===== src/rtl/epe_pkg.sv =====
// ----------------------------------------------------------------------------
// epe_pkg: shared types and constants of the erasure parity encoder
// Holds the item structs, register indexes, command codes and a field
// multiply function; the datapath itself uses epe_gf_mul.
// ----------------------------------------------------------------------------
package epe_pkg;

	localparam int SYM_W   = 16;
	localparam int BYTE_W  = 8;
	localparam int RESULT_LIMIT = 16;

	// Command codes of an input item.
	localparam logic CMD_LOAD = 1'b0;
	localparam logic CMD_DATA = 1'b1;

	// Configuration register indexes.
	localparam logic [2:0] REG_FIELD_MODE   = 3'd0;
	localparam logic [2:0] REG_DATA_COUNT   = 3'd1;
	localparam logic [2:0] REG_PARITY_COUNT = 3'd2;
	localparam logic [2:0] REG_SHARD_LEN    = 3'd3;
	localparam logic [2:0] REG_POLY_BYTE    = 3'd4;
	localparam logic [2:0] REG_POLY_WORD    = 3'd5;

	typedef struct packed {
		logic        cmd;
		logic [3:0]  parity_row;
		logic [4:0]  shard_index;
		logic [15:0] symbol_value;
	} in_item_t;

	typedef struct packed {
		logic [15:0] parity_value;
		logic [3:0]  parity_index;
		logic        column_last;
		logic        block_last;
	} out_item_t;

	// Shift-and-add multiply in GF(2^8) or GF(2^16); operands are pre-masked.
	function automatic logic [15:0] gf_mul(input logic [15:0] a_in, input logic [15:0] b,
			input logic word_mode, input logic [15:0] poly_low);
		logic [15:0] a;
		logic [15:0] acc;
		logic        top;
		a   = a_in;
		acc = '0;
		for (int i = 0; i < SYM_W; i++) begin
			if (b[i]) begin
				acc = acc ^ a;
			end
			top = word_mode ? a[15] : a[7];
			a   = {a[14:0], 1'b0};
			if (!word_mode) begin
				a[15:8] = '0;
			end
			if (top) begin
				a = a ^ poly_low;
			end
		end
		return acc;
	endfunction

endpackage


===== src/rtl/epe_gf_mul.sv =====
// ----------------------------------------------------------------------------
// epe_gf_mul: registered two-stage field multiplier
// Splits the 16-bit carry-less product into two 8-step halves, one per stage.
// ----------------------------------------------------------------------------
module epe_gf_mul (
	input  logic        clk,
	input  logic [15:0] a,
	input  logic [15:0] b,
	input  logic        word_mode,
	input  logic [15:0] poly_low,
	output logic [15:0] prod
);
	import epe_pkg::*;

	logic [15:0] acc_s1;
	logic [15:0] a_s1;
	logic [7:0]  b_hi_s1;
	logic        mode_s1;
	logic [15:0] poly_s1;
	logic [15:0] acc_c;
	logic [15:0] a_c;
	logic [15:0] acc2_c;
	logic [15:0] a2_c;
	logic        top_c;
	logic        top2_c;

	// First eight multiplier bits.
	always_comb begin
		acc_c = '0;
		a_c   = a;
		top_c = 1'b0;
		for (int i = 0; i < 8; i++) begin
			if (b[i]) begin
				acc_c = acc_c ^ a_c;
			end
			top_c = word_mode ? a_c[15] : a_c[7];
			a_c   = {a_c[14:0], 1'b0};
			if (!word_mode) begin
				a_c[15:8] = '0;
			end
			if (top_c) begin
				a_c = a_c ^ poly_low;
			end
		end
	end

	always_ff @(posedge clk) begin
		acc_s1  <= acc_c;
		a_s1    <= a_c;
		b_hi_s1 <= word_mode ? b[15:8] : 8'h00;
		mode_s1 <= word_mode;
		poly_s1 <= poly_low;
	end

	// Upper eight multiplier bits.
	always_comb begin
		acc2_c = acc_s1;
		a2_c   = a_s1;
		top2_c = 1'b0;
		for (int i = 0; i < 8; i++) begin
			if (b_hi_s1[i]) begin
				acc2_c = acc2_c ^ a2_c;
			end
			top2_c = mode_s1 ? a2_c[15] : a2_c[7];
			a2_c   = {a2_c[14:0], 1'b0};
			if (!mode_s1) begin
				a2_c[15:8] = '0;
			end
			if (top2_c) begin
				a2_c = a2_c ^ poly_s1;
			end
		end
	end

	always_ff @(posedge clk) begin
		prod <= acc2_c;
	end

endmodule


===== config.mk =====
export PLATFORM = sky130hd
export DESIGN_NAME = epe_gf_mul
export DESIGN_NICKNAME = d
export VERILOG_FILES = /design/src/rtl/epe_pkg.sv /design/src/rtl/epe_gf_mul.sv
export SDC_FILE = /design/constraint.sdc
export NUM_CORES = 1
export LEC_CHECK = 0
export BUFFER_PORTS_ARGS = -buffer_cell sky130_fd_sc_hd__buf_2
export CAP_MARGIN = 20
export CORE_MARGIN = 2
export CORE_UTILIZATION = 25
export DETAILED_ROUTE_END_ITERATION = 16
export GPL_TIMING_DRIVEN = 0
export SYNTH_ARGS = -nofsm -noshare
export SYNTH_HDL_FRONTEND = slang
export SYNTH_SLANG_ARGS = --single-unit

===== constraint.sdc =====
create_clock -name clk -period 5.6 [get_ports clk]
set_input_delay 1.68 -clock clk [delete_from_list [all_inputs] [get_ports clk]]
set_output_delay 1.68 -clock clk [all_outputs]
set_load 0.05 [all_outputs]

### Word level (Yosys, flattened, before mapping)

Index checks and enable logic that the tools add are counted.
Widths: inputs -> output; s select.

| storage, ports and cells | value |
|---|---|
| register bits | 73 |
| input bits | 50 |
| output and inout bits | 16 |
| logic and storage cells | 98 |

| cells by class | value |
|---|---|
| mux-type cells | 61 |
| bitwise operators | 30 |

Operators by type and width:

| operator | count |
|---|---|
| $mux 16 | 31 |
| $xor 16x16->16 | 30 |
| $mux 8 | 15 |
| $mux 1 | 15 |

### Depth between registers and ports, before layout

| logic depth | value |
|---|---|
| depth in word-level cells | 24 |
| gate-level depth with buffers | 18 |
| depth with buffers taken out | 13 |

### Least setup slack after synthesis

No wires, ideal clock.

| path | value |
|---|---|
| path kind | input to register |
| from | input poly_low[13] |
| to | register a_s1[10] |
| setup time | 0.125 ns |
| data arrival time | 5.153 ns |
| data required time | 5.475 ns |
| slack | 0.321 ns |
| stages on the path | 15 |
| path buffers | 2 |
| cells stage by stage | clkbuf_1 -> a21boi_1 -> a211oi_4 -> xor2_1 -> mux2i_2 -> a21oi_1 -> or3_1 -> and4_1 -> nor4_4 -> mux2i_2 -> a21boi_4 -> a211o_4 -> buf_6 -> nand2_4 -> xor2_2 |

| between the ends | value |
|---|---|
| longest elaborated chain between the ends | 21 |
| elaborated cells on any way between the ends | 28 |
| classes of those cells | mux (20); bitwise (8) |

RTL lines:

| what | RTL line | RTL |
|---|---|---|
| start, declared | epe_gf_mul.sv:10 | `input logic [15:0] poly_low,` |
| $xor 16x16->16 | epe_gf_mul.sv:42 | `a_c = a_c ^ poly_low;` |
| $mux 16 | epe_gf_mul.sv:41 | `if (top_c) begin` |
| $mux 8 | epe_gf_mul.sv:38 | `if (!word_mode) begin` |
| $xor 16x16->16 | epe_gf_mul.sv:42 |  |
| $mux 16 | epe_gf_mul.sv:41 |  |
| $mux 8 | epe_gf_mul.sv:38 |  |
| $xor 16x16->16 | epe_gf_mul.sv:42 |  |
| $mux 16 | epe_gf_mul.sv:41 |  |
| (+6 left out) | - |  |
| $mux 16 * | epe_gf_mul.sv:41 |  |
| $mux 8 or $mux 16 (tied branches) | epe_gf_mul.sv:38, epe_gf_mul.sv:41 |  |
| $xor 16x16->16, or another cell as far along | epe_gf_mul.sv:42 |  |
| $mux 16 * | epe_gf_mul.sv:41 |  |
| $mux 8 or $mux 16 (tied branches) | epe_gf_mul.sv:38, epe_gf_mul.sv:41 |  |
| $xor 16x16->16 or $mux 1 (tied branches) | epe_gf_mul.sv:42, epe_gf_mul.sv:36 |  |
| $mux 16 * | epe_gf_mul.sv:41 |  |
| via a_c[10] | epe_gf_mul.sv:21 | `logic [15:0] a_c;` |
| end signal, assigned | epe_gf_mul.sv:49 | `a_s1 <= a_c;` |
| end, declared | epe_gf_mul.sv:16 | `logic [15:0] a_s1;` |

Mark *: on every way through the listed nets, which the timed path passes. The rest lies on a longest branch.
A chain may end at the register's enable or synchronous reset.

### Worst setup path in the final report

| path | value |
|---|---|
| from | input word_mode |
| to | register acc_s1[15] |

| between the ends | value |
|---|---|
| longest elaborated chain between the ends | 23 |
| elaborated cells on any way between the ends | 42 |
| classes of those cells | mux (28); bitwise (14) |

RTL lines:

| what | RTL line | RTL |
|---|---|---|
| start, declared | epe_gf_mul.sv:9 | `input logic word_mode,` |
| $mux 8 | epe_gf_mul.sv:38 |  |
| $xor 16x16->16 | epe_gf_mul.sv:42 |  |
| $mux 16 | epe_gf_mul.sv:41 |  |
| $mux 8 | epe_gf_mul.sv:38 |  |
| $xor 16x16->16 | epe_gf_mul.sv:42 |  |
| $mux 16 | epe_gf_mul.sv:41 |  |
| $mux 8 | epe_gf_mul.sv:38 |  |
| $xor 16x16->16 | epe_gf_mul.sv:42 |  |
| (+8 left out) | - |  |
| $xor 16x16->16 | epe_gf_mul.sv:42 |  |
| $mux 16 | epe_gf_mul.sv:41 |  |
| $mux 8 | epe_gf_mul.sv:38 |  |
| $xor 16x16->16 | epe_gf_mul.sv:42 |  |
| $mux 16 | epe_gf_mul.sv:41 |  |
| $xor 16x16->16 | epe_gf_mul.sv:34 | `acc_c = acc_c ^ a_c;` |
| $mux 16 * | epe_gf_mul.sv:33 | `if (b[i]) begin` |
| via acc_c[15] | epe_gf_mul.sv:20 | `logic [15:0] acc_c;` |
| end signal, assigned | epe_gf_mul.sv:48 | `acc_s1 <= acc_c;` |
| end, declared | epe_gf_mul.sv:15 | `logic [15:0] acc_s1;` |

Marks and branches as above.

==> run metrics <==
CTS Root Cell=clkbuf_16; # rows=81; clock slew at reported path FFs=0.07 ns; Max Fclk=179 MHz; Storage cell area=1460 um2; met2 GRT Util=27.2%; Async S/R FF share, synth=0%; die width=228 um; die footprint=51800 um2; Layout area overhead=14.1%; Critical Path Start Type=input pin; nets=1888; setup TNS=0 ns; first-pass GRT wire length=67.0 mm; post-DP HPWL=34.9 mm; wire length per cell=17.2 um; crit path kind=in2reg; Synth area leaders=xnor2_1, dfxtp_1, nand2_1; Iteration-0 DRC Markers=1191; Clock power frac=6.7%; Lkg Pwr=0.00516 uW; min cycle time layout=5.58 ns; min-delay src=acc_s1[0]; Congestion Overflow GR=0; PwrDens=585 nW/um2; setup violators final=0; count leader, synth=nand2_1; Worst Tran Pin Value=0.893 ns; worst r2r src=mode_s1; # fillers=5400; Initial Utilization=25.4%; Buffers on Ports=62; initial antenna violation count=0; Layout Cells excl Fill=2507; Placeable Area=49200 um2; Post-Syn Instances=1750; critical path data arrival time=5.79 ns; Setup Skew=0.00975 ns; clk_lat worst skew=0.35 ns; Yosys cell types=108; status=finished clean; Post-Syn Area=12500 um2; met3 usage=1.63%; synth cell count leaders=nand2_1, xnor2_1, o21ai_0, xor2_1, dfxtp_1; post-synth top area share=22.7%; CP endpoint kind=register; CTS Buffer Depth=2; R2R Path End=prod[13]; #FFs+latches synth=73; Antenna Nets Post-Route=0; Sw Share=52.0%; CTS sink cnt=73; switching pwr=4350 uW; H-tree depth=3; n_diodes=0; Hold Slack=0.581 ns; Slew Limit Fails=0; Routed Wire Length=43.2 mm; Reg power frac=10.3%; period utilization=99.6%; Top FF cell, synth=dfxtp_1; via count=12.8k; Placed Cells incl. Taps=2476; hold-fix buffers at CTS=0; Worst VDD drop=0.288 mV; DR DRC count=0; area leader, netlist=xnor2_1; GPL Wtd Cong=0.949; RSZ-0062 raised after global routing=yes; Multi-input gate area=10600 um2; # Max-Cap Violations=0; Synth Net Count=1800; Tightest Hold Check Type=reg2reg; number of global-route vias before repair=11.8k; Max stage delay on crit path=0.45 ns; drt pass-1 iters=6; largest net degree at the start of global routing=16; Power, Total=8360 uW; worst path cell trace=buf_2 > buf_4 > mux2i_4 > nor2_1 > xnor3_2 > o221a_2 > or3_1 > nand2_1 > a2111oi_4 > nor4_4 > mux2i_4 > a21boi_4 > buf_4 > nor3b_1 > o21ai_0 > xnor2_1; r2r setup slk=0.45 ns; register area share after synthesis=11.7%; crit-path max FO=10; grt met1 use=22.0%; Slowest cell on crit path=xnor3_2; hold depth=2; internal power=4010 uW; EDFF count, synth=0; worst endpoint required time=5.82 ns; worst rel slew slack=39.6%; Yosys Warn Count=0; I/O Pins=66; hold path endpoint=prod[0]; layout cells sized above 1=13.6%; Avg Cell Area, Syn=7.15 um2; TritonCTS Buffers=9; Hold Fails Final Rpt=0; Die Span Y=228 um; GRT Total Usage=16.2%; vias per cell=5.12; CTS tree=yes; R2R cell count=15; Gate power share=83.0%; Top Usage Layer GRT=met2; post-layout util=29.0%
## how the worst max path moves through the flow
stage	start	endpoint	slack, ns	cells after the start
after floorplan	poly_low[13]	a_s1[10]	0.32	15
final	word_mode	acc_s1[15]	0.02	16
after detailed placement	word_mode	a_s1[2]	-0.83	15
after global placement	word_mode	a_s1[1]	-0.91	15
after global routing	word_mode	acc_s1[15]	-0.23	16
after CTS	word_mode	a_s1[2]	0.002	16
## routing by layer
metal	vias up	routed length, um
met2	525	19800
met5	-	0
met1	6029	19700
met4	0	962
li1	6214	-
met3	68	2770
## cells by family after synthesis
kind of cell	share of synthesized area, %
AND/OR/NAND/NOR	25.6
flip-flops	11.7
XOR/XNOR	30.8
buffers and inverters	5.49
AO/OA/AOI/OAI	24.0
multiplexers	2.33
## through the flow
| step | worst slack [ns] | cell area [um2] |
|---|---|---|
| 2_1_floorplan | 0.321 | 12500 |
| 3_3_place_gp | -0.906 | 13600 |
| 3_5_place_dp | -0.830 | 13600 |
| 4_1_cts | 0.00162 | 14000 |
| 5_1_grt | -0.226 | 14300 |
| 6_report | 0.0212 | 14300 |
## critical path: cells and delay by family
kind / cells / cell delay [ns]
AND/OR/NAND/NOR: 5 / 1.30
AO/OA/AOI/OAI: 4 / 0.95
XOR/XNOR: 2 / 0.64
multiplexers: 2 / 0.63
buffers and inverters: 3 / 0.58
## flip-flops by register name, indices dropped and copies added (netlist names)
register / cells
a_s1: 16
acc_s1: 16
poly_s1: 16
prod: 16
b_hi_s1: 8
mode_s1: 1
## power groups by stage
stage	clock (uW)	sequential, uW	combinational [uW]
6_report	562	857	6940
5_1_grt	593	882	7470
4_1_cts	575	859	6800
3_5_place_dp	0	871	6740
3_3_place_gp	0	868	6670
2_1_floorplan	0	1060	5250
## final cells by class
type / instances / area share [%]
inverter: 29 / 0.789
clock buffer: 9 / 1.58
sequential: 73 / 10.2
timing repair buffer: 77 / 2.96
clock inverter: 7 / 0.412
multi-input combinational: 1528 / 74.0
buffer: 120 / 4.17
tap: 664 / 5.82
## layout by cell type (no fill, tap or decap), types with 16 or more instances in the layout
| cell | netlist | routed |
|---|---|---|
| nand2_1 | 348 | 348 |
| xnor2_1 | 324 | 319 |
| o21ai_0 | 99 | 94 |
| buf_2 | 21 | 83 |
| xor2_1 | 84 | 81 |
| dfxtp_1 | 73 | 73 |
| clkbuf_1 | 72 | 62 |
| a21oi_1 | 60 | 59 |
| nor2_1 | 61 | 59 |
| nand3_1 | 32 | 32 |
| o21ai_1 | 27 | 30 |
| and3_1 | 29 | 29 |
| inv_1 | 28 | 27 |
| buf_4 | 11 | 26 |
| and2_1 | 25 | 25 |
| nor2b_1 | 26 | 25 |
| o211ai_1 | 22 | 22 |
| nor3_1 | 24 | 21 |
| a211oi_1 | 21 | 20 |
| a21boi_0 | 17 | 17 |
| a211o_1 | 16 | 16 |
## what timing repair did
item / 4_1_cts / 5_1_grt
pin swaps: 0 / 7
gates resized for setup: 19 / 39
setup buffers: 5 / 10
setup endpoints to repair: 40 / 32
Note: power is estimated with default switching activity, not from simulation.
